`config.mk`:
```
export PLATFORM = sky130hd
export DESIGN_NAME = fpa_div
export DESIGN_NICKNAME = d
export VERILOG_FILES = /design/src/sv/fpa_pkg.sv /design/src/sv/fpa_div.sv
export SDC_FILE = /design/constraint.sdc
export NUM_CORES = 2
export LEC_CHECK = 0
export CORE_AREA = 10 10 509 511
export CTS_CLUSTER_DIAMETER = 120
export DETAILED_ROUTE_END_ITERATION = 8
export DIE_AREA = 0 0 519 521
export DONT_BUFFER_PORTS = 1
export PLACE_DENSITY = 0.69
export SYNTH_ARGS = -nofsm -noshare
export SYNTH_HDL_FRONTEND = slang
export SYNTH_SLANG_ARGS = --single-unit
export TNS_END_PERCENT = 30
```
`constraint.sdc`:
```
create_clock -name clk -period 34 [get_ports clk]
set_input_delay 6.8 -clock clk [delete_from_list [all_inputs] [get_ports clk]]
set_output_delay 6.8 -clock clk [all_outputs]
set_load 0.1 [all_outputs]
```
`src/sv/fpa_pkg.sv`:
```
`default_nettype none
package fpa_pkg;
	localparam int FRAC_BITS_DEF = 8;
	localparam int WORD_BITS_DEF = 32;
	// quotient bits resolved per divider stage
	localparam int DIV_STEPS = 4;

	typedef enum logic [3:0] {
		OP_ADD = 4'd0, OP_SUB = 4'd1, OP_MUL = 4'd2, OP_DIV = 4'd3,
		OP_GT = 4'd4, OP_LT = 4'd5, OP_GE = 4'd6, OP_LE = 4'd7,
		OP_EQ = 4'd8, OP_NE = 4'd9, OP_MIN = 4'd10, OP_MAX = 4'd11,
		OP_INC = 4'd12, OP_DEC = 4'd13, OP_FROM_INT = 4'd14, OP_TO_INT = 4'd15
	} op_t;

	typedef enum logic [1:0] {
		ST_OK = 2'd0, ST_OVF = 2'd1, ST_DIV0 = 2'd2
	} status_t;
endpackage
`default_nettype wire

```
`src/sv/fpa_div.sv`:
```
`default_nettype none
// pipelined restoring divider, DIV_STEPS quotient bits per stage, rounding and
// saturation at the end; sideband payload rides along
module fpa_div import fpa_pkg::*; #(
	parameter int FRAC_BITS = FRAC_BITS_DEF,
	parameter int WORD_BITS = WORD_BITS_DEF,
	parameter int SB_BITS   = 1
) (
	input  wire                  clk,
	input  wire                  arst_n,
	input  wire                  en,
	input  wire                  in_valid,
	input  wire                  in_neg,
	input  wire                  in_div0,
	input  wire [WORD_BITS-1:0]  in_num,   // magnitude of a
	input  wire [WORD_BITS-1:0]  in_den,   // magnitude of b
	input  wire [SB_BITS-1:0]    in_sb,
	output logic                 out_valid,
	output logic [WORD_BITS-1:0] out_res,
	output logic                 out_ovf,
	output logic                 out_div0,
	output logic [SB_BITS-1:0]   out_sb
);
	localparam int NB = WORD_BITS + FRAC_BITS;   // numerator bits
	localparam int NST = (NB + DIV_STEPS - 1) / DIV_STEPS;
	localparam int RB = WORD_BITS + 1;            // remainder bits

	logic          v_q   [NST+1];
	logic          neg_q [NST+1];
	logic          z_q   [NST+1];
	logic [NB-1:0] num_q [NST+1];   // shifts left, quotient fills in from bottom
	logic [RB-1:0] rem_q [NST+1];
	logic [WORD_BITS-1:0] den_q [NST+1];
	logic [SB_BITS-1:0]   sb_q  [NST+1];

	always_comb begin
		v_q[0]   = in_valid;
		neg_q[0] = in_neg;
		z_q[0]   = in_div0;
		num_q[0] = {in_num, {FRAC_BITS{1'b0}}};
		rem_q[0] = '0;
		den_q[0] = in_den;
		sb_q[0]  = in_sb;
	end

	for (genvar s = 0; s < NST; s++) begin : g_st
		logic [NB-1:0] n_n;
		logic [RB-1:0] r_n;
		always_comb begin
			logic [RB-1:0] t;
			n_n = num_q[s];
			r_n = rem_q[s];
			for (int k = 0; k < DIV_STEPS; k++) begin
				if (s * DIV_STEPS + k < NB) begin
					t = {r_n[RB-2:0], n_n[NB-1]};
					n_n = {n_n[NB-2:0], 1'b0};
					if (t >= {1'b0, den_q[s]}) begin
						t = t - {1'b0, den_q[s]};
						n_n[0] = 1'b1;
					end
					r_n = t;
				end
			end
		end
		always_ff @(posedge clk or negedge arst_n) begin
			if (!arst_n) begin
				v_q[s+1] <= 1'b0;
			end else if (en) begin
				v_q[s+1] <= v_q[s];
			end
		end
		always_ff @(posedge clk) begin
			if (en) begin
				neg_q[s+1] <= neg_q[s];
				z_q[s+1]   <= z_q[s];
				num_q[s+1] <= n_n;
				rem_q[s+1] <= r_n;
				den_q[s+1] <= den_q[s];
				sb_q[s+1]  <= sb_q[s];
			end
		end
	end

	// round half away: 2r >= d
	logic [NB:0]          q_rnd;
	logic [WORD_BITS-1:0] maxmag;
	always_comb begin
		maxmag = {1'b0, {(WORD_BITS-1){1'b1}}};
		q_rnd = {1'b0, num_q[NST]} +
			(({rem_q[NST], 1'b0} >= {2'b0, den_q[NST]}) ? (NB+1)'(1) : '0);
		out_valid = v_q[NST];
		out_sb    = sb_q[NST];
		out_div0  = z_q[NST];
		out_ovf   = 1'b0;
		if (z_q[NST]) begin
			out_res = '0;
		end else if (!neg_q[NST]) begin
			if (q_rnd > (NB+1)'(maxmag)) begin
				out_ovf = 1'b1;
				out_res = maxmag;
			end else begin
				out_res = q_rnd[WORD_BITS-1:0];
			end
		end else begin
			if (q_rnd > (NB+1)'(maxmag) + (NB+1)'(1)) begin
				out_ovf = 1'b1;
				out_res = ~maxmag;
			end else begin
				out_res = '0 - q_rnd[WORD_BITS-1:0];
			end
		end
	end
endmodule
`default_nettype wire

```
Yosys cells after proc, flatten, opt, wreduce, memory -nomap -nowiden
Index checks and enable logic that the tools add are counted.
W data, S select, Z words.
Storage, ports and cells
  bits in registers: 1013
  output and inout bits: 36
Cells by class
  muxes and demuxes: 89
  order comparisons: 43
  add/subtract/negate cells: 42
Operators by type and width (count)
  $mux W32: 43
  $ge A33 B32 Y1: 39
  $sub A32 B32 Y32: 38
  $mux W1: 45
  $add A40 B1 Y41: 1
  $gt A41 B31 Y1 const B: 1
  $gt A41 B32 Y1 const B: 1
  $ge A34 B32 Y1: 1
  $mux W33: 1
  $sub A33 B32 Y33: 1
  $ge A1 B32 Y1: 1
  $sub A1 B32 Y32: 1
  $sub A1 B32 Y32 const A: 1

Depth between registers and ports, before layout
  word-level depth: 8
  gate-level depth with buffers: 65
  depth with buffers taken out: 58

Worst setup path before layout
No wires, ideal clock.
  kind: input port to flip-flop
  start point: input in_den[1]
  end point: register rem_q[304] (netlist bit), data pin
  arrival time: 17.678 ns
  setup slack: 16.062 ns
  cell stages on the path: 49
  required time: 33.740 ns
  path through: inv_1 > clkbuf_1 > ha_1 > clkbuf_1 > a21oi_1 > nor3_1 > clkbuf_1 > a21boi_0 > ha_1 > nand3_1 > o2111ai_1 > a21o_1 > a221o_1 > a311o_1 > a31o_2 > o311a_1 > nor2_2 > inv_2 > [13 not listed] > nand2b_1 > clkbuf_1 > buf_1 > mux2_2 > ha_1 > a21o_1 > a21oi_1 > a2bb2oi_1 > nand3_1 > a41oi_1 > o21ai_0 > a21oi_1 > o21ai_0 > o41ai_1 > nor2b_1 > a211oi_2 > buf_2 > mux2_2
Between the ends
  cells in the longest elaborated chain, start to end: 8
  elaborated cells between the ends (all ways): 12
  those cells by class: add/sub (4); order compare (4); mux (4)
RTL lines
  start: declaration: line fpa_div.sv:16  | input wire [WORD_BITS-1:0] in_den,
  $sub A1 B32 Y32 or $ge A1 B32 Y1 (tied branches): line fpa_div.sv:58, fpa_div.sv:57
  $mux W32: line fpa_div.sv:57  | if (t >= {1'b0, den_q[s]}) begin
  $sub A32 B32 Y32 or $ge A33 B32 Y1 (tied branches): line fpa_div.sv:58, fpa_div.sv:57
  $mux W32: line fpa_div.sv:57
  $sub A32 B32 Y32 or $ge A33 B32 Y1 (tied branches): line fpa_div.sv:58, fpa_div.sv:57
  $mux W32: line fpa_div.sv:57
  $sub A32 B32 Y32 or $ge A33 B32 Y1 (tied branches): line fpa_div.sv:58, fpa_div.sv:57
  $mux W32 (*): line fpa_div.sv:57
  via g_st[0].$4.t[7]: line fpa_div.sv:50  | logic [RB-1:0] t;
  end signal: indexed assignment: line fpa_div.sv:77  | rem_q[s+1] <= r_n;
  end: declaration: line fpa_div.sv:32  | logic [RB-1:0] rem_q [NST+1];
The timed path passes the listed nets; every way through them passes the cells marked *.
A chain may end at the register's enable or synchronous reset.

Worst setup path in the final report
  start point: input in_den[9]
  end point: register rem_q[304] (netlist bit), data pin
Between the ends
  cells in the longest elaborated chain, start to end: 8
  elaborated cells between the ends (all ways): 12
  those cells by class: add/sub (4); order compare (4); mux (4)
RTL lines (line)
  $sub A1 B32 Y32 or $ge A1 B32 Y1 (tied branches): fpa_div.sv:58, fpa_div.sv:57
  $mux W32: fpa_div.sv:57
  $sub A32 B32 Y32 or $ge A33 B32 Y1 (tied branches): fpa_div.sv:58, fpa_div.sv:57
  $mux W32: fpa_div.sv:57
  $ge A33 B32 Y1 or $sub A32 B32 Y32 (tied branches): fpa_div.sv:57, fpa_div.sv:58
  $mux W32: fpa_div.sv:57
  $sub A32 B32 Y32 or $ge A33 B32 Y1 (tied branches): fpa_div.sv:58, fpa_div.sv:57
  $mux W32 (*): fpa_div.sv:57
  via g_st[0].$4.t[7]: fpa_div.sv:50
Marked as above.

==> impl_metrics.json <==
{
  "max_stage_delay_ns": 0.85,
  "clkLatencyLatePin_ns": 0.83,
  "yosys_most_used_dff": "edfxtp_1",
  "cp_max_fo": 31,
  "cts_num_sinks": 1013,
  "dieWidth_um": 519,
  "drc": 0,
  "die_area_um2": 270000,
  "fin_nets": 13786,
  "max_cap_viol_count": 0,
  "num_vias": 95526,
  "grtUsageTotal_pct": 23.2,
  "dp_hpwl_um": 265000,
  "rsz0062_at_grt": "false",
  "worstPathArrival_ns": 20.63,
  "cpMostUsedCell": "a21oi_1",
  "ios": 107,
  "postCtsHoldBufs": 0,
  "cts_made_buffers": 130,
  "syn_area_um2": 109000,
  "area_growth_pct": 7.97,
  "synth_nets": 13873,
  "ys_seq_area_share_pct": 27.9,
  "r2r_setup_slack_ns": 16.47,
  "post-route-min-period_ns": 20.05,
  "clock.fmax_mhz": 49.9,
  "worstSetupPathType": "input pin to flop",
  "async_reset_ff_share_pct": 0.987,
  "dieHeight_um": 521,
  "maxSlewHeadroom_pct": 13.0,
  "syn_avg_cell_area_um2": 8.73,
  "stdcell_count": 15848,
  "yosys.area.top_type": "edfxtp_1",
  "status": "finished clean",
  "dp_cells": 15600,
  "r2r-start": "den_q[32]$_DFFE_PP_",
  "regToRegEndpoint": "rem_q[29]$_DFFE_PP_",
  "min_period_over_period_pct": 59.0,
  "drive_above_1_share_pct": 7.42,
  "mostFrequentLayoutCell": "ha_1",
  "clkTransAtPathRegs_ns": 0.06,
  "hold_end": "g_st[5].n_n[21]$_DFFE_PP_",
  "gr-total-overflow": 0,
  "h-tree-depth": 4,
  "multi_input_comb_area_um2": 74900,
  "numPortBuffers": 0,
  "firstDrtPassIters": 8,
  "drt_iter0_drc": 8960,
  "slowest_stage": "o41ai_1",
  "rows": 183,
  "maxSlewViolCount": 0,
  "cts_setup_buffers": 0,
  "crit_required_ns": 34.58,
  "hp-class": "flop to flop",
  "hold_violations": 0,
  "core-area_um2": 248000,
  "synth_cell_types": 101,
  "fillers": 23970,
  "cts_tree": "done",
  "cp-start-kind": "input pin",
  "routed_wl_um": 332000,
  "synth-seq-cells": 1013,
  "grt_pass1_vias": 86755,
  "cts_resized": 0,
  "postSynthCellCount": 12490,
  "seq_area_um2": 30400,
  "mostFrequentLayoutCells": "ha_1, a21oi_1, edfxtp_1, nand2_1, o21ai_0",
  "ant_nets": 0,
  "wire_per_inst_um": 20.9,
  "antenna_found_initial": 9,
  "path_buf_inv": 4,
  "clock_skew_ns": 0.0538,
  "worstHoldStart": "g_st[4].n_n[17]$_DFFE_PP_",
  "cp-end-kind": "flop",
  "setup_viol": 0,
  "synth_top_area_share_pct": 27.6,
  "clock_path_buffers": 3,
  "cts-root-buf": "clkbuf_16",
  "setup_tns_ns": 0,
  "place_congestion": 0.969,
  "start_util_pct": 43.9,
  "grt_max_degree": 297,
  "yosys_warnings": 0,
  "cp_top_family": "compound AO/OA/AOI/OAI gates",
  "whs_path_depth": 0,
  "synth_edf_count": 1003,
  "grt_pass1_wl_um": 505000,
  "synthTopCellsByArea": "edfxtp_1, ha_1, xnor2_1",
  "tightest_slew_ns": 1.30,
  "viasPerCell": 6.03,
  "rr_worst_depth": 52
}
-- through the flow --
stage / hold slack [ns] / worst slack, ns / instance area, µm² / util [%]
after floorplan: 0.400 / 16.06 / 109000 / -
after global placement: 0.401 / 13.30 / 113000 / 45.6
after detailed placement: 0.405 / 13.26 / 113000 / 45.6
after CTS: 0.401 / 14.11 / 118000 / 47.4
after global routing: 0.410 / 13.01 / 118000 / 47.4
final: 0.402 / 13.95 / 118000 / 47.4
-- state kept, by name (all words and copies together), names as in the netlist, 9 cells and up --
signal / flops
z_q: 9
sb_q: 9
g_st.n_n: 264
num_q: 68
den_q: 320
neg_q: 10
rem_q: 321
v_q: 9
-- cell families (layout without fill, tap and decap cells) --
family / after synthesis / count (layout) / synth area share, %
AO/OA/AOI/OAI: 3996 / 3996 / 23.5
AND/OR/NAND/NOR: 3455 / 3455 / 15.4
adder cells (fa/ha/maj): 1312 / 1312 / 15.3
buffers and inverters: 1101 / 1123 / 3.86
XOR/XNOR: 1084 / 1084 / 8.71
flip-flops: 1013 / 1013 / 27.9
multiplexers: 529 / 529 / 5.39
other: 0 / 6 / 0
-- how the worst max path moves through the flow --
stage                     startpoint              endpoint  cells past startpoint
after global placement    in_den[17]  rem_q[304]$_DFFE_PP_                     45
after CTS                 in_den[17]  rem_q[304]$_DFFE_PP_                     45
after floorplan            in_den[1]  rem_q[304]$_DFFE_PP_                     49
after global routing       in_den[9]  rem_q[311]$_DFFE_PP_                     44
after detailed placement  in_den[17]  rem_q[304]$_DFFE_PP_                     45
final                      in_den[9]  rem_q[304]$_DFFE_PP_                     44
-- synthesized netlist by cell type (23+ instances only) --
library cell,count
ha_1,1279
a21oi_1,1139
edfxtp_1,1003
nand2_1,998
o21ai_0,893
inv_1,779
nor2_1,779
xnor2_1,671
a21o_1,569
mux2_2,456
xor2_1,413
nand3_1,317
nor3_1,247
clkbuf_1,238
nand4_1,194
nand2b_1,189
o21a_1,178
o21bai_1,169
nor2b_1,159
and3_1,153
a31oi_1,120
a211oi_1,119
and2_1,80
o31ai_1,79
nor4_1,77
mux2i_1,71
o211ai_1,68
or3_1,67
or2_2,66
o221ai_1,61
a221o_1,57
a21boi_0,54
and4_1,52
a22oi_1,50
a211o_1,46
buf_1,35
a221oi_1,34
fa_1,33
a311o_1,32
a311oi_1,32
o31a_1,30
buf_2,29
a31o_2,28
o2111ai_1,24
a2111oi_0,23
-- metal layers --
layer / vias to the layer above / part of all wire, % / routed length [µm] / GRT usage (%)
li1: 46632 / - / - / -
met4: 4 / 4.8 / 16000 / 9.82
met5: - / 0.0081 / 27 / 0
met2: 3324 / 44 / 145000 / 36.4
met3: 617 / 6.5 / 21500 / 2.74
met1: 44949 / 45 / 150000 / 32.3
-- final cells by class --
class | count | share of cell area [%]
Clock buffer | 149 | 2.82
Clock inverter | 92 | 0.946
Sequential cell | 1013 | 25.8
Tap cell | 3330 | 3.54
Multi-Input combinational cell | 10376 | 63.6
Inverter | 794 | 2.53
Timing Repair Buffer | 88 | 0.723
Antenna cell | 6 | 0.0128
Power is not shown: default switching activity piles up to over one toggle a cycle in this logic, so the estimate is an artifact.
